==> config.mk <==
export PLATFORM = sky130hd
export DESIGN_NAME = humidity_sensor_poll_sequencer_core
export DESIGN_NICKNAME = d
export VERILOG_FILES = /design/src/hsps_pkg.sv /design/src/humidity_sensor_poll_sequencer_core.sv /design/src/hsps_crc8_byte.sv /design/src/hsps_step.sv
export SDC_FILE = /design/constraint.sdc
export NUM_CORES = 1
export LEC_CHECK = 0
export BUFFER_PORTS_ARGS = -buffer_cell sky130_fd_sc_hd__buf_2
export CORE_MARGIN = 2
export CORE_UTILIZATION = 43
export DETAILED_ROUTE_END_ITERATION = 10
export PLACE_DENSITY = 0.73
export SETUP_SLACK_MARGIN = 0.1
export SYNTH_ARGS = -nofsm -noshare
export SYNTH_HDL_FRONTEND = slang
export SYNTH_HIERARCHICAL = 1
export SYNTH_SLANG_ARGS = --single-unit
==> constraint.sdc <==
create_clock -name clk_i -period 10.9 [get_ports clk_i]
set_clock_uncertainty 0.1 [all_clocks]
set_input_delay 0.545 -clock clk_i [delete_from_list [all_inputs] [get_ports clk_i]]
set_output_delay 0.545 -clock clk_i [all_outputs]
set_load 0.01 [all_outputs]
==> src/hsps_pkg.sv <==
package hsps_pkg;

  localparam int unsigned ElapsedW = 16;
  localparam int unsigned TotalW   = 32;
  localparam int unsigned CodeW    = 16;
  localparam int unsigned ByteW    = 8;
  localparam int unsigned InDataW  = 48;
  localparam int unsigned OutDataW = 40;
  localparam int unsigned AddrW    = 5;

  localparam logic [2:0] RegCycle    = 3'd0;
  localparam logic [2:0] RegTempDly  = 3'd1;
  localparam logic [2:0] RegHumDly   = 3'd2;
  localparam logic [2:0] RegCrcPoly  = 3'd3;
  localparam logic [2:0] RegCrcSeed  = 3'd4;
  localparam logic [2:0] RegStatMask = 3'd5;

  localparam logic [1:0] CmdNone = 2'd0;
  localparam logic [1:0] CmdTemp = 2'd1;
  localparam logic [1:0] CmdHum  = 2'd2;

  localparam logic [1:0] PhCodeIdle = 2'd0;
  localparam logic [1:0] PhCodeTemp = 2'd1;
  localparam logic [1:0] PhCodeHum  = 2'd2;
  localparam logic [1:0] PhCodeBad  = 2'd3;

  typedef enum logic [2:0] {
    PH_IDLE = 3'b001,
    PH_TEMP = 3'b010,
    PH_HUM  = 3'b100
  } phase_e;

  typedef struct packed {
    logic [15:0] cycle_ms;
    logic [7:0]  temp_delay_ms;
    logic [7:0]  hum_delay_ms;
    logic [7:0]  crc_poly;
    logic [7:0]  crc_seed;
    logic [7:0]  status_mask;
  } cfg_t;

  typedef struct packed {
    logic [ElapsedW-1:0] elapsed_ms;
    logic                write_ok;
    logic                read_ok;
    logic [ByteW-1:0]    msb_byte;
    logic [ByteW-1:0]    lsb_byte;
    logic [ByteW-1:0]    crc_byte;
    logic [ByteW-1:0]    crc_hi;
  } item_t;

  typedef struct packed {
    logic [1:0]       issued_cmd;
    logic             issued_read;
    logic             step_ok;
    logic             checksum_bad;
    logic [CodeW-1:0] temp_code;
    logic [CodeW-1:0] hum_code;
    logic [1:0]       phase;
  } result_t;

endpackage

==> src/humidity_sensor_poll_sequencer_core.sv <==
// A request is taken into the input register; once the output register is free or being
// drained, its result lands in the output register, which drives tvalid on the master side.
// Throughput: one request per cycle unless m_axis_tready stalls, set by the state update loop.
// Reset (rst_ni, asynchronous, active low) sets the idle phase with first entry pending,
// clears the elapsed total and both codes, and loads the configuration defaults.
module humidity_sensor_poll_sequencer_core
  import hsps_pkg::*;
(
  input  logic                clk_i,
  input  logic                rst_ni,
  input  logic                s_axis_tvalid,
  output logic                s_axis_tready,
  // elapsed_ms, write_ok, read_ok, msb_byte, lsb_byte, crc_byte (from bit 0 up)
  input  logic [InDataW-1:0]  s_axis_tdata,
  output logic                m_axis_tvalid,
  input  logic                m_axis_tready,
  // issued_cmd, issued_read, step_ok, checksum_bad, temp_code, hum_code, phase
  output logic [OutDataW-1:0] m_axis_tdata,
  input  logic                psel,
  input  logic                penable,
  input  logic                pwrite,
  input  logic [AddrW-1:0]    paddr,
  input  logic [31:0]         pwdata,
  output logic [31:0]         prdata,
  output logic                pready
);

  cfg_t             cfg_q;
  logic             s1_valid_q;
  item_t            s1_q;
  logic             out_valid_q;
  result_t          res_q;
  result_t          res_d;
  logic             advance;
  logic             in_take;
  logic [ByteW-1:0] crc_hi;
  logic [ByteW-1:0] crc_full;
  logic [2:0]       reg_idx;

  assign pready  = 1'b1;
  assign reg_idx = paddr[AddrW-1:2];

  always_ff @(posedge clk_i or negedge rst_ni) begin
    if (!rst_ni) begin
      cfg_q.cycle_ms      <= 16'd1000;
      cfg_q.temp_delay_ms <= 8'd50;
      cfg_q.hum_delay_ms  <= 8'd16;
      cfg_q.crc_poly      <= 8'h31;
      cfg_q.crc_seed      <= 8'h00;
      cfg_q.status_mask   <= 8'h02;
    end else if (psel && penable && pwrite && pready) begin
      case (reg_idx)
        RegCycle:    cfg_q.cycle_ms      <= pwdata[15:0];
        RegTempDly:  cfg_q.temp_delay_ms <= pwdata[7:0];
        RegHumDly:   cfg_q.hum_delay_ms  <= pwdata[7:0];
        RegCrcPoly:  cfg_q.crc_poly      <= pwdata[7:0];
        RegCrcSeed:  cfg_q.crc_seed      <= pwdata[7:0];
        RegStatMask: cfg_q.status_mask   <= pwdata[7:0];
        default: ;
      endcase
    end
  end

  always_comb begin
    case (reg_idx)
      RegCycle:    prdata = {16'h0000, cfg_q.cycle_ms};
      RegTempDly:  prdata = {24'h000000, cfg_q.temp_delay_ms};
      RegHumDly:   prdata = {24'h000000, cfg_q.hum_delay_ms};
      RegCrcPoly:  prdata = {24'h000000, cfg_q.crc_poly};
      RegCrcSeed:  prdata = {24'h000000, cfg_q.crc_seed};
      RegStatMask: prdata = {24'h000000, cfg_q.status_mask};
      default:     prdata = '0;
    endcase
  end

  assign advance       = s1_valid_q && (!out_valid_q || m_axis_tready);
  assign s_axis_tready = !s1_valid_q || advance;
  assign in_take       = s_axis_tvalid && s_axis_tready;

  hsps_crc8_byte u_crc_hi (
    .crc_i  (cfg_q.crc_seed),
    .byte_i (s_axis_tdata[25:18]),
    .poly_i (cfg_q.crc_poly),
    .crc_o  (crc_hi)
  );

  hsps_crc8_byte u_crc_lo (
    .crc_i  (s1_q.crc_hi),
    .byte_i (s1_q.lsb_byte),
    .poly_i (cfg_q.crc_poly),
    .crc_o  (crc_full)
  );

  always_ff @(posedge clk_i or negedge rst_ni) begin
    if (!rst_ni) begin
      s1_valid_q <= 1'b0;
    end else if (s_axis_tready) begin
      s1_valid_q <= s_axis_tvalid;
    end
  end

  always_ff @(posedge clk_i) begin
    if (in_take) begin
      s1_q.elapsed_ms <= s_axis_tdata[15:0];
      s1_q.write_ok   <= s_axis_tdata[16];
      s1_q.read_ok    <= s_axis_tdata[17];
      s1_q.msb_byte   <= s_axis_tdata[25:18];
      s1_q.lsb_byte   <= s_axis_tdata[33:26];
      s1_q.crc_byte   <= s_axis_tdata[41:34];
      s1_q.crc_hi     <= crc_hi;
    end
  end

  hsps_step u_step (
    .clk_i      (clk_i),
    .rst_ni     (rst_ni),
    .advance_i  (advance),
    .item_i     (s1_q),
    .crc_calc_i (crc_full),
    .cfg_i      (cfg_q),
    .res_o      (res_d)
  );

  always_ff @(posedge clk_i or negedge rst_ni) begin
    if (!rst_ni) begin
      out_valid_q <= 1'b0;
    end else if (advance) begin
      out_valid_q <= 1'b1;
    end else if (m_axis_tready) begin
      out_valid_q <= 1'b0;
    end
  end

  always_ff @(posedge clk_i) begin
    if (advance) begin
      res_q <= res_d;
    end
  end

  assign m_axis_tvalid = out_valid_q;
  assign m_axis_tdata  = {1'b0, res_q.phase, res_q.hum_code, res_q.temp_code,
                          res_q.checksum_bad, res_q.step_ok, res_q.issued_read,
                          res_q.issued_cmd};

  assert property (@(posedge clk_i) disable iff (!rst_ni)
    out_valid_q && res_q.checksum_bad |-> res_q.issued_read && !res_q.step_ok)
    else $error("checksum error reported without a failed read");

  assert property (@(posedge clk_i) disable iff (!rst_ni)
    out_valid_q && res_q.issued_cmd != CmdNone |-> !res_q.issued_read)
    else $error("command and frame read in the same request");

  assert property (@(posedge clk_i) disable iff (!rst_ni)
    advance && s1_q.elapsed_ms == '0 |=>
      out_valid_q && res_q.issued_cmd == CmdNone && !res_q.issued_read && res_q.step_ok)
    else $error("idle request caused bus activity");

endmodule

==> src/hsps_crc8_byte.sv <==
module hsps_crc8_byte
  import hsps_pkg::*;
(
  input  logic [ByteW-1:0] crc_i,
  input  logic [ByteW-1:0] byte_i,
  input  logic [ByteW-1:0] poly_i,
  output logic [ByteW-1:0] crc_o
);

  always_comb begin
    logic [ByteW-1:0] c;
    c = crc_i ^ byte_i;
    for (int b = 0; b < ByteW; b++) begin
      if (c[ByteW-1]) begin
        c = {c[ByteW-2:0], 1'b0} ^ poly_i;
      end else begin
        c = {c[ByteW-2:0], 1'b0};
      end
    end
    crc_o = c;
  end

endmodule

==> src/hsps_step.sv <==
module hsps_step
  import hsps_pkg::*;
(
  input  logic             clk_i,
  input  logic             rst_ni,
  input  logic             advance_i,
  input  item_t            item_i,
  input  logic [ByteW-1:0] crc_calc_i,
  input  cfg_t             cfg_i,
  output result_t          res_o
);

  phase_e             phase_q, phase_d;
  logic               first_q, first_d;
  logic [TotalW-1:0]  total_q, total_d;
  logic [CodeW-1:0]   temp_q, temp_d;
  logic [CodeW-1:0]   hum_q, hum_d;

  always_comb begin
    logic [TotalW:0]    sum;
    logic [TotalW-1:0]  acc;
    logic [ByteW-1:0]   delay;
    logic [CodeW-1:0]   code;
    phase_d = phase_q;
    first_d = first_q;
    total_d = total_q;
    temp_d  = temp_q;
    hum_d   = hum_q;
    res_o.issued_cmd   = CmdNone;
    res_o.issued_read  = 1'b0;
    res_o.step_ok      = 1'b1;
    res_o.checksum_bad = 1'b0;
    sum   = {1'b0, total_q} + {{(TotalW+1-ElapsedW){1'b0}}, item_i.elapsed_ms};
    acc   = sum[TotalW] ? {TotalW{1'b1}} : sum[TotalW-1:0];
    delay = (phase_q == PH_TEMP) ? cfg_i.temp_delay_ms : cfg_i.hum_delay_ms;
    code  = {item_i.msb_byte, item_i.lsb_byte};
    if (item_i.elapsed_ms != '0) begin
      total_d = acc;
      case (phase_q)
        PH_TEMP, PH_HUM: begin
          if (first_q) begin
            res_o.issued_cmd = (phase_q == PH_TEMP) ? CmdTemp : CmdHum;
            if (item_i.write_ok) begin
              total_d = '0;
              first_d = 1'b0;
            end else begin
              res_o.step_ok = 1'b0;
            end
          end else if ({{(TotalW-ByteW){1'b0}}, delay} <= acc) begin
            res_o.issued_read = 1'b1;
            if (!item_i.read_ok) begin
              res_o.step_ok = 1'b0;
            end else if (crc_calc_i != item_i.crc_byte) begin
              res_o.step_ok      = 1'b0;
              res_o.checksum_bad = 1'b1;
            end else if ((item_i.lsb_byte & cfg_i.status_mask) == cfg_i.status_mask) begin
              hum_d = code & ~{{(CodeW-ByteW){1'b0}}, cfg_i.status_mask};
            end else begin
              temp_d = code;
            end
            phase_d = (phase_q == PH_TEMP) ? PH_HUM : PH_IDLE;
            first_d = 1'b1;
          end
        end
        PH_IDLE: begin
          if (first_q) begin
            total_d = '0;
            first_d = 1'b0;
          end else if (acc >= {{(TotalW-ElapsedW){1'b0}}, cfg_i.cycle_ms}) begin
            phase_d = PH_TEMP;
            first_d = 1'b1;
          end
        end
        default: begin
          res_o.step_ok = 1'b0;
        end
      endcase
    end
    res_o.temp_code = temp_d;
    res_o.hum_code  = hum_d;
    case (phase_d)
      PH_IDLE: res_o.phase = PhCodeIdle;
      PH_TEMP: res_o.phase = PhCodeTemp;
      PH_HUM:  res_o.phase = PhCodeHum;
      default: res_o.phase = PhCodeBad;
    endcase
  end

  always_ff @(posedge clk_i or negedge rst_ni) begin
    if (!rst_ni) begin
      phase_q <= PH_IDLE;
      first_q <= 1'b1;
      total_q <= '0;
      temp_q  <= '0;
      hum_q   <= '0;
    end else if (advance_i) begin
      phase_q <= phase_d;
      first_q <= first_d;
      total_q <= total_d;
      temp_q  <= temp_d;
      hum_q   <= hum_d;
    end
  end

endmodule

==> summary.md, run 1 <==
| Metric | Value |
|---|---|
| Fin crit period | `6990 ps` |
| Layout cells sized above 1 | `21.3%` |
| Syn_area_per_cell | `10.4 um2` |
| Post-synthesis cell count | `around 1400` |
| Wire per inst | `19.2 um` |
| Final TNS setup | `0 ps` |
| Area grow syn2layout | `11.1%` |
| Largest net degree at the start of global routing | `81` |
| Largest fanout on the critical path | `22` |
| Row count | `67` |
| Die height | `188 um` |
| DRC Markers | `0` |
| H-tree depth | `1` |
| Top post-synthesis cells by area | `dfrtp_1 (19%), edfxtp_1 (18%), mux2_2 (4.5%)` |
| Fin crit share | `64.2%` |
| Die W | `188 um` |
| TritonCTS Sinks | `215` |
| Outcome | `finished, final reports clean` |
| Worst-case clock buffer depth | `3` |
| Router iterations before antenna repair | `7` |
| Starting density of the core | `43.5%` |
| Fmax | `approximately 0.14 GHz` |
| Final setup viols | `0` |
| Worst vdd ir | `119 uV` |
| Final Hold Vio Count | `0` |
| DR vias/cell | `around 5.8` |
| Die area | `0.0354 mm2` |
| Total Wirelength | `37400 um` |
| Cell variety after synth | `92` |
| Gr usage total | `20.7%` |
| Final net count | `1610` |
| Initial DRC Count | `between 900 and 1000` |
| # IOs | `between 150 and 200` |
| GP Congestion | `between 0.9 and 1` |
| Min-Delay Path Class | `in -> reg` |
| Initial antenna violation count | `5` |
| Critical path arrival | `about 7200 ps` |
| EDFF count, synth | `89` |
| Post-route ant nets | `0` |
| Unrepaired setup endpoints after global routing | `false` |
| CTS tree | `built` |
| Clock Root Buffer | `clkbuf_16` |
| Max_slew headroom | `around a quarter` |
| Core ar. | `0.0334 mm2` |
| Pins Over Slew Limit | `0` |
| Port bufs | `around 120` |
| Yosys top cell area share | `18.9%` |
| Power per cell area | `about 270 mW/mm2` |
| Vias | `roughly 11000` |
| Post-DP HPWL | `26800 um` |
| Crit start category | `flip-flop` |
| First-pass GRT wire length | `59500 um` |
| Clock-pin slew on the worst setup and hold paths | `60 ps` |
| Post_cts resized | `0` |
| Mapped cell area | `0.0146 mm2` |
| Share of synthesized registers carrying an async set or reset | `around three fifths` |
| Post-place setup slack | `4010 ps` |
| Worst skew pair latency | `530 ps` |
| Tightest Pin Transition | `1100 ps` |
| TritonCTS Buffers | `24` |
| Syn. warnings | `6` |
| Seq/Total Area, Yosys | `roughly two fifths` |
| Leak | `~7 nW` |
| Grt ovf | `0` |
| Seq cells post-synth | `215` |
| Setup Crit Path Kind | `reg -> reg` |
| Yosys top cell by area | `dfrtp_1` |
| Setup ws final | `3910 ps` |
| Max-Cap Viols | `0` |
| Crit. End Element | `flip-flop` |
| Worst Path Required | `11060 ps` |
| Vias in the first global route | `11000` |
| Primary FF master, synth | `dfrtp_1` |
what timing repair did:
action	in CTS	in global routing
hold buffers	1	0
endpoints found under the setup margin	0	0
setup buffers	0	0
hold endpoints to repair	42	0
kinds of logic (layout without fill, tap and decap cells):
group / count (synthesis) / after routing / synth area share (%)
DFF: 215 / 215 / 40.1
muxes: 156 / 156 / 12.6
buffers and inverters: 139 / 224 / 4.67
AOI/OAI and AO/OA: 284 / 284 / 13.4
and+or+nand+nor: 432 / 432 / 16.0
xor gates and xnor gates: 128 / 128 / 9.79
other: 2 / 19 / 0.0516
adders and majority gates: 39 / 39 / 3.40
worst max-delay path: stages (launching register included):
cell	delay, ps
dfrtp_1	920
clkinv_1	550
nor3_1	440
or2_2	190
mux2i_1	70
a311oi_1	510
o21ai_0	270
a211o_1	410
a211oi_4	450
o21ai_1	160
xnor3_1	370
xnor2_1	220
xnor2_1	160
nand4_1	110
nor2_1	350
and3_1	280
nand4b_2	550
mux2_1	590
registers in the layout (all words and copies together) (netlist names):
name            cells
m_axis_tdata       39
u_step/temp_q      16
s1_q               50
s1_valid_q          1
u_step/phase_q      3
cfg_q              56
u_step/total_q     32
u_step/hum_q       16
u_step/first_q      1
m_axis_tvalid       1
per-layer routing:
layer	global-route usage, %	up-vias	share of wire, %
li1	-	5243	-
met1	30.1	5477	45
met2	31.8	426	44
met3	3.03	75	7.6
met4	6.72	4	3.0
met5	0	-	0.056
power by group:
| group | internal (W) | leakage, nW | switching, W |
|---|---|---|---|
| Sequential | 0.000985 | 2.48 | 0.000132 |
| Clock | 0.000481 | 0.390 | 0.000340 |
| Combinational | 0.00108 | 4.16 | 0.00131 |
| Total | 0.00254 | 7.03 | 0.00178 |
stage by stage:
stage | util, % | cells | cell area, um2 | total power [W] | hold slack (ps)
floorplan | - | 1411 | 14600 | 0.00299 | 149
global placement | 46.0 | 1900 | 15400 | 0.00341 | 364
detailed placement | 46.0 | 1900 | 15400 | 0.00348 | 376
CTS | 48.4 | 1944 | 16200 | 0.00432 | 67.3
global route | 48.4 | 1944 | 16200 | 0.00464 | 70.2
finish | 48.4 | 1945 | 16200 | 0.00432 | 85.0
synth_stat cells (6+ instances only):
master and number:
mux2_2 58, nor4_1 14, o22ai_1 6, nand3_1 31, nor2b_1 14, dfrtp_1 110, nor2_1 68, buf_2 19
xnor2_1 65, a21o_1 11, xor2_1 39, o21a_1 7, nor3b_1 13, o211ai_1 20, o21ai_0 58, mux2_4 30
nand2b_1 13, or3_1 11, o21ai_1 12, edfxtp_1 89, buf_4 22, and3b_1 8, a211o_1 9, nand4_1 34
mux2_1 43, dfstp_2 16, a21oi_1 63, clkbuf_1 40, a31oi_1 8, and3_1 10, a22o_1 11, and2_1 20
nand2_1 128, o211a_1 8, mux2i_1 25, a221oi_1 6, ha_1 38, inv_1 44, or2_2 9, xor3_1 6
nor3_1 20, a211oi_1 10, xnor3_1 10
cells in the final DEF, fill, tap and decap left out, drive strengths merged, types with 9 or more instances in the layout:
cell type  count
or2           10
nand3         31
nor3b         14
dfstp         16
and2          20
a21oi         63
and3          10
mux2i         25
o211ai        20
buf          132
a22o          11
xor2          41
nor4          14
clkinv        16
nand2b        13
clkbuf        26
xnor2         69
nand4         35
nor2          71
conb          18
nor2b         14
mux2         131
xnor3         10
or3           18
edfxtp        89
dfrtp        110
a211o          9
a21o          13
ha            38
o21ai         72
inv           45
nor3          21
nand2        128
a211oi        15
layout make-up:
| type | count | area [um2] |
|---|---|---|
| diodes | 1 | 2.50 |
| clock buffers | 26 | 618 |
| clock inverters | 17 | 175 |
| fillers | 3025 | 17300 |
| inverters | 48 | 180 |
| multi-input cells | 1057 | 8100 |
| flip-flops and latches | 215 | 5850 |
| well taps | 448 | 561 |
| repair buffers | 133 | 693 |
final timing paths:
check / start / to / slack (ps) / depth (start not counted)
hold reg to reg: u_step/hum_q[4]$_DFFE_PN0P_ / u_step/hum_q[4]$_DFFE_PN0P_ / 390 / 1
min in group asynchronous: rst_ni / cfg_q[52]$_DFFE_PN0P_ / 490 / 2
setup reg to reg: cfg_q[22]$_DFFE_PN0P_ / m_axis_tdata[22]$_DFFE_PP_ / 3910 / 17
setup / recovery: cfg_q[22]$_DFFE_PN0P_ / m_axis_tdata[22]$_DFFE_PP_ / 3910 / 17
max in group asynchronous: rst_ni / u_step/total_q[19]$_DFFE_PN0P_ / 8710 / 3
hold / removal: s_axis_tdata[31] / s1_q[21]$_DFFE_PP_ / 80 / 1
(Power assumes the default switching activity.)
==> run 2: changes to the inputs <==
- clock period: 10.9 -> 6.6 ns (I/O delays scaled with it)
==> run 2 against run 1 <==
Highest routed layer unchanged. Global-route usage up 0.55 points. Maximum frequency up 16%. Total power up 69%. Non-clock buffer count up 70.
==> summary.md, run 2 (synthesized netlist as in run 1, its figures left out) <==
| Metric | Value |
|---|---|
| Outcome | `finished, final reports clean` |
| Pins Over Slew Limit | `0 (unchanged)` |
| NetSw | `0.00298 W (+68%)` |
| # placed instances | `1912 (+0.63%)` |
| Final TNS setup | `0 ps (unchanged)` |
| Sw Ratio | `40.8% (-0.32 points)` |
| Largest net degree at the start of global routing | `71 (-12%)` |
| Fin crit share | `91.5% (+27 points)` |
| Worst vdd ir | `252 uV (+110%)` |
| Worst skew pair latency | `560 ps (+30 ps)` |
| Max_slew headroom | `33.7% (+7.1 points)` |
| Setup Crit Path Kind | `reg -> reg` |
| TritonCTS Buffers | `25 (+4.2%)` |
| Comb pwr share | `54.8% (-0.4 points)` |
| Fmax | `0.166 GHz (+16%)` |
| Cell internal pwr | `0.00432 W (+70%)` |
| Worst-case clock buffer depth | `3 (unchanged)` |
| Vias | `11700 (+4.1%)` |
| First-pass GRT wire length | `60600 um (+1.9%)` |
| CTS tree | `built` |
| M3 GR Usage | `2.40% (-0.64 points)` |
| M1 GR Usage | `30.9% (+0.82 points)` |
| Final Hold Vio Count | `0 (unchanged)` |
| Met2 capacity usage during global routing | `33.6% (+1.7 points)` |
| Post-route ant nets | `0 (unchanged)` |
| Commonest non-fill, non-tap cells in the layout | `nand2_1 (128), buf_2 (123), dfrtp_1 (110)` |
| Die height | `188 um (unchanged)` |
| Fin cells | `2017 (+3.7%)` |
| CP Cell Sequence | `xnor2_2 -> xnor2_1 -> a221oi_1 -> a21oi_1 -> o31a_1 -> or3_4 -> a211o_1 -> a211oi_4 -> o21ai_1 -> xnor3_1 -> xor2_1 -> xnor2_1 -> nand4_1 -> nor2_1 -> buf_4 -> and3_1 -> nand4b_2 -> buf_4 -> mux2_1` |
| Commonest non-fill, non-tap cell in the layout | `nand2_1` |
| Largest fanout on the critical path | `16 (-27%)` |
| Starting density of the core | `43.5% (unchanged)` |
| Hold slack | `30.8 ps (-54.2 ps)` |
| Area grow syn2layout | `16.3%` |
| Post-DP HPWL | `27300 um (+1.8%)` |
| Clock-pin slew on the worst setup and hold paths | `60 ps (about the same)` |
| Initial DRC Count | `1012 (+10%)` |
| DRC Markers | `0 (unchanged)` |
| Power per cell area | `431 mW/mm2 (+61%)` |
| Port bufs | `124 (unchanged)` |
| Worst Path Required | `6790 ps (-4270 ps)` |
| Leak | `7.37 nW (+4.8%)` |
| Clock Root Buffer | `clkbuf_16` |
| Critical path arrival | `6230 ps (-920 ps)` |
| Seq pwr share | `25.1% (-0.7 points)` |
| Placed inst area | `0.0155 mm2 (+0.59%)` |
| Final instance area | `0.0169 mm2 (+4.7%)` |
| Final core occ | `50.6% (+2.3 points)` |
| Final setup viols | `0 (unchanged)` |
| Min-Delay Path Class | `in -> reg` |
| Diode count | `0 (-1)` |
| TritonCTS Sinks | `215 (unchanged)` |
| Most flop-heavy register | `cfg_q` |
| H-tree depth | `1 (unchanged)` |
| Layout cells sized above 1 | `21.4% (+0.028 points)` |
| Max-Cap Viols | `0 (unchanged)` |
| Die area | `0.0354 mm2 (unchanged)` |
| Initial antenna violation count | `1 (-4)` |
| Crit. End Element | `flip-flop` |
| Wire per inst | `18.9 um (-1.9%)` |
| Core ar. | `0.0334 mm2 (unchanged)` |
| Grt ovf | `0 (unchanged)` |
| GR peak layer | `met2` |
| Crit start category | `flip-flop` |
| Gr usage total | `21.3% (+0.55 points)` |
| Setup repair bufs after CTS | `0 (unchanged)` |
| Vias in the first global route | `11200 (+1.3%)` |
| Final net count | `1681 (+4.4%)` |
| Largest register FFs | `56 (unchanged)` |
| Clock share of power | `20.0% (+1.0 points)` |
| Row count | `67 (unchanged)` |
| Die W | `188 um (unchanged)` |
| Fin crit period | `6040 ps (-956 ps)` |
| Slowest CP cell | `edfxtp_1` |
| Unrepaired setup endpoints after global routing | `false` |
| Tightest Pin Transition | `994 ps (-107 ps)` |
| DR vias/cell | `5.79 (+0.34%)` |
| # IOs | `167 (unchanged)` |
| Router iterations before antenna repair | `6 (-1)` |
| Total Wirelength | `38100 um (+1.8%)` |
| GP Congestion | `0.931 (+2.2%)` |
| Crit-path max cell delay | `570 ps (-350 ps)` |
## run 2: cell count changes in the layout (fill, tap and decap cells not counted), moves of 3 or more
cell | previous run | this run
dlygate4sd3_1 | 1 | 59
clkinv_1 | 9 | 4
clkbuf_1 | 1 | 6
clkbuf_16 | 24 | 27
buf_4 | 9 | 21
## run 2: routing by layer
layer / vias to the layer above / routed length (um) / part of all wire, %
met4: 2 / 875 / 2.3
met2: 447 / 17200 / 45
li1: 5398 / - / -
met3: 59 / 2240 / 5.9
met5: - / 7 / 0.018
met1: 5774 / 17800 / 47
## run 2: metrics by stage
| step | total power, W | worst slack (ps) |
|---|---|---|
| finish | 0.00730 | 561 |
| global route | 0.00778 | 199 |
| CTS | 0.00727 | 211 |
| detailed placement | 0.00576 | 210 |
| global placement | 0.00565 | 424 |
| floorplan | 0.00493 | 1250 |
## run 2: area by class of cell
| class | instances | area (um2) |
|---|---|---|
| Timing Repair Buffer | 203 | 1360 |
| Multi-Input combinational cell | 1057 | 8120 |
| Sequential cell | 215 | 5850 |
| Fill cell | 2956 | 16500 |
| Inverter | 48 | 180 |
| Clock inverter | 12 | 154 |
| Clock buffer | 34 | 712 |
| Tap cell | 448 | 561 |
## run 2: worst paths after layout
| check | end | slack, ps | from | cells after the start |
|---|---|---|---|---|
| max | m_axis_tdata[9]$_DFFE_PP_ | 560 | s1_q[23]$_DFFE_PP_ | 19 |
| min | cfg_q[27]$_DFFE_PN0P_ | 30 | pwdata[3] | 2 |
| max reg2reg | m_axis_tdata[9]$_DFFE_PP_ | 560 | s1_q[23]$_DFFE_PP_ | 19 |
| min reg2reg | m_axis_tvalid$_DFFE_PN0P_ | 390 | s1_valid_q$_DFFE_PN0N_ | 1 |
| max in group asynchronous | cfg_q[19]$_DFFE_PN0P_ | 4720 | rst_ni | 3 |
| min in group asynchronous | u_step/phase_q[1]$_DFFE_PN0P_ | 380 | rst_ni | 2 |
## run 2: power groups by stage
stage | clock network (W) | logic (W) | registers (W)
floorplan | 0 | 0.00318 | 0.00176
global placement | 0 | 0.00380 | 0.00184
detailed placement | 0 | 0.00391 | 0.00185
CTS | 0.00148 | 0.00396 | 0.00183
global route | 0.00153 | 0.00439 | 0.00186
finish | 0.00146 | 0.00401 | 0.00184
## run 2: critical path: cells and delay by family (launching register included)
family,cells,cell delay [ps]
multiplexers,1,380
AND/OR/NAND/NOR,5,1030
flip-flops,1,570
AO/OA/AOI/OAI,6,1920
XOR/XNOR,5,1340
buffers and inverters,2,400
## run 2: repair_timing
item / in CTS / in global routing
endpoints found under the hold margin: 134 / 0
hold buffers: 59 / 0
setup endpoints to repair: 0 / 64
resized for setup: 0 / 2
==> run 3: changes to the inputs <==
- ABC_AREA: unset -> 1
- PLACE_DENSITY: 0.73 -> 0.72
==> run 3 against run 2 <==
Maximum frequency grew 12%. Final cell count grew 36%. Flip-flop and latch count is the same. Register-to-register slack gained 660 ps. Count of clock-buffer cells in the layout grew 3. Non-clock buffer count shrank 7. Design area grew 4.4%. First-iteration DRC count grew 31%. Critical path type unchanged. Largest cell class unchanged.
==> summary.md, run 3 <==
| Metric | Value |
|---|---|
| Outcome | `finished, final reports clean` |
| Critical path arrival | `5540 ps (-690 ps)` |
| Commonest non-fill, non-tap cell in the layout | `nand2_1` |
| # fillers | `3397 (+15%)` |
| Unrepaired setup endpoints after global routing | `false` |
| Fin crit period | `5380 ps (-656 ps)` |
| Initial antenna violation count | `1 (unchanged)` |
| Primary FF master, synth | `dfrtp_1` |
| Cell variety after synth | `51 (-45%)` |
| Yosys top cell area share | `17.8% (-1.1 points)` |
| Crit. End Element | `flip-flop` |
| Max_slew headroom | `21.7% (-12 points)` |
| Crit start category | `flip-flop` |
| Min-Delay Path Class | `in -> reg` |
| First-pass GRT wire length | `68500 um (+13%)` |
| Area grow syn2layout | `14.4%` |
| Fmax | `0.186 GHz (+12%)` |
| Wire per inst | `15.5 um (-18%)` |
| Mapped cell area | `0.0155 mm2 (+6.2%)` |
| Post_cts resized | `0 (unchanged)` |
| Clock-pin slew on the worst setup and hold paths | `60 ps (about the same)` |
| Die W | `194 um (+3.0%)` |
| Clock Root Buffer | `clkbuf_16` |
| Top-count cell post-synth | `nand2_1` |
| Initial DRC Count | `1328 (+31%)` |
| Layout cells sized above 1 | `15.0% (-6.3 points)` |
| GP Congestion | `0.905 (-2.8%)` |
| Slowest CP cell | `dfstp_2` |
| Final setup viols | `0 (unchanged)` |
| CTS tree | `built` |
| Pins Over Slew Limit | `0 (unchanged)` |
| Total Wirelength | `42600 um (+12%)` |
| Final TNS setup | `0 ps (unchanged)` |
| Die height | `194 um (+3.0%)` |
| Starting density of the core | `43.6% (about the same)` |
| Gr usage total | `22.2% (+0.91 points)` |
| Router iterations before antenna repair | `7 (+1)` |
| Power per cell area | `480 mW/mm2 (+11%)` |
| Crit-path max cell delay | `870 ps (+300 ps)` |
| Vias in the first global route | `13300 (+19%)` |
| Core ar. | `0.0355 mm2 (+6.1%)` |
| Worst Path Required | `6760 ps (-30 ps)` |
| Min-delay src | `pwdata[7]` |
| GR peak layer | `met2` |
| DR vias/cell | `5.20 (-10%)` |
| TritonCTS Buffers | `24 (-4.0%)` |
| Worst skew pair latency | `540 ps (-20 ps)` |
| Largest fanout on the critical path | `24 (+8)` |
| Worst-case clock buffer depth | `3 (unchanged)` |
| EDFF count, synth | `89 (unchanged)` |
| Hold_buf cts | `60 (+1.7%)` |
| Syn_area_per_cell | `7.33 um2 (-30%)` |
| Final net count | `2402 (+43%)` |
| Critical Path Start | `cfg_q[20]$_DFFE_PN1P_` |
| Top post-synthesis cells by area | `dfrtp_1 (18%), edfxtp_1 (17%), nand2_1 (16%)` |
| Pwr Total | `0.00850 W (+16%)` |
| Row count | `69 (+3.0%)` |
| H-tree depth | `1 (unchanged)` |
| RR Startpoint | `cfg_q[20]$_DFFE_PN1P_` |
| Die area | `0.0375 mm2 (+6.0%)` |
| Commonest non-fill, non-tap cells in the layout | `nand2_1 (674), inv_1 (294), nand3_1 (180)` |
| Post-DP HPWL | `30900 um (+13%)` |
| # IOs | `167 (unchanged)` |
| Top cells by count, synth | `nand2_1 (674), inv_1 (295), nand3_1 (180), nor2_1 (140), dfrtp_1 (110)` |
| Fin crit share | `81.5% (-9.9 points)` |
| Port bufs | `124 (unchanged)` |
| Post-route ant nets | `0 (unchanged)` |
| Setup Crit Path Kind | `reg -> reg` |
| Worst vdd ir | `362 uV (+44%)` |
| Max-Cap Viols | `0 (unchanged)` |
| Family with the most delay on the worst path | `simple AND/OR/NAND/NOR gates` |
| Share of synthesized registers carrying an async set or reset | `58.6% (unchanged)` |
| Met2 capacity usage during global routing | `35.7% (+2.1 points)` |
| Final Hold Vio Count | `0 (unchanged)` |
| Seq/Total Area, Yosys | `37.8% (-2.3 points)` |
| Syn. warnings | `6 (unchanged)` |
| Tightest Pin Transition | `1170 ps (+181 ps)` |
| Yosys top cell by area | `dfrtp_1` |
| Largest register FFs | `56 (unchanged)` |
| Seq cells post-synth | `215 (unchanged)` |
| Diode count | `0 (unchanged)` |
| TritonCTS Sinks | `215 (unchanged)` |
| Setup repair bufs after CTS | `0 (unchanged)` |
| Leak | `8.99 nW (+22%)` |
| Largest net degree at the start of global routing | `81 (+14%)` |
| Most flop-heavy register | `cfg_q` |
| Buf/Inv on CP | `3 (+1)` |
| DRC Markers | `0 (unchanged)` |
| M3 GR Usage | `3.10% (+0.70 points)` |
| M1 GR Usage | `31.2% (+0.31 points)` |
| Vias | `14300 (+22%)` |
| Post-synthesis cell count | `2110 (+51%)` |
| Grt ovf | `0 (unchanged)` |
[run 3: final timing paths]
check                                                      to  depth (start not counted)  slack, ps
worst max-delay path               m_axis_tdata[33]$_DFFE_PP_                         26       1220
worst min-delay path                    cfg_q[47]$_DFFE_PN1P_                          3         10
worst max register to register     m_axis_tdata[33]$_DFFE_PP_                         26       1220
worst min register to register    u_step/hum_q[9]$_DFFE_PN0P_                          2        380
max in group asynchronous       u_step/total_q[3]$_DFFE_PN0P_                          3       4620
min in group asynchronous       u_step/total_q[9]$_DFFE_PN0P_                          2        420
[run 3: metal layers]
layer	vias up	wire length (um)
li1	6998	-
met1	6704	18800
met2	515	19400
met3	79	3290
met4	2	1090
met5	-	11
[run 3: power breakdown]
group          switching, W  internal [W]  total [W]
sequential         0.000197       0.00172    0.00192
clock              0.000547      0.000772    0.00132
combinational       0.00343       0.00183    0.00526
total               0.00418       0.00432    0.00850
[run 3: stage by stage]
step                utilization [%]  instances  hold WS, ps  cell area [um2]  worst slack (ps)
floorplan                         -       2126        -65.6            15500              2080
global placement               46.0       2646          362            16300              1540
detailed placement             46.0       2646          366            16300              1290
CTS                            49.9       2750         2.99            17700              1250
global route                   49.9       2750         1.51            17700               683
finish                         49.9       2750         14.9            17700              1220
[run 3: kinds of logic after synthesis]
family	count (synthesis)	synth area share [%]
AO/OA/AOI/OAI	194	7.31
AND/OR/NAND/NOR	1188	35.7
flip-flops	215	37.8
buffers and inverters	387	10.9
adder cells (fa/ha/maj)	39	3.20
XOR/XNOR	84	5.00
other	2	0.0486
multiplexers	1	0.0647
[run 3: layout make-up]
cell class | count | area, um2 | share of cell area, %
Clock buffer | 37 | 701 | 3.96
Multi-Input combinational cell | 1524 | 8010 | 45.3
Clock inverter | 7 | 76.3 | 0.431
Sequential cell | 215 | 5850 | 33.0
Inverter | 310 | 1170 | 6.59
Tap cell | 461 | 577 | 3.26
Timing Repair Buffer | 196 | 1310 | 7.43
[run 3: worst register-to-register path, cell delays in order, from the launching register on]
cell	delay [ps]
dfstp_2	870
nand2_1	150
xnor2_1	280
xor2_1	190
nand3_1	100
nand2_2	160
inv_1	70
nand2_2	120
nand3_2	120
nand2_4	130
nand3_2	110
nand2_2	130
inv_2	70
nor2_8	130
nand3_2	90
nand2_2	190
inv_1	110
nand3_1	80
nand2_1	90
xnor2_1	190
nand4_1	110
nor2_1	150
nand2_1	150
nor2_1	550
nand3_4	410
nand2_1	200
o21ai_2	70
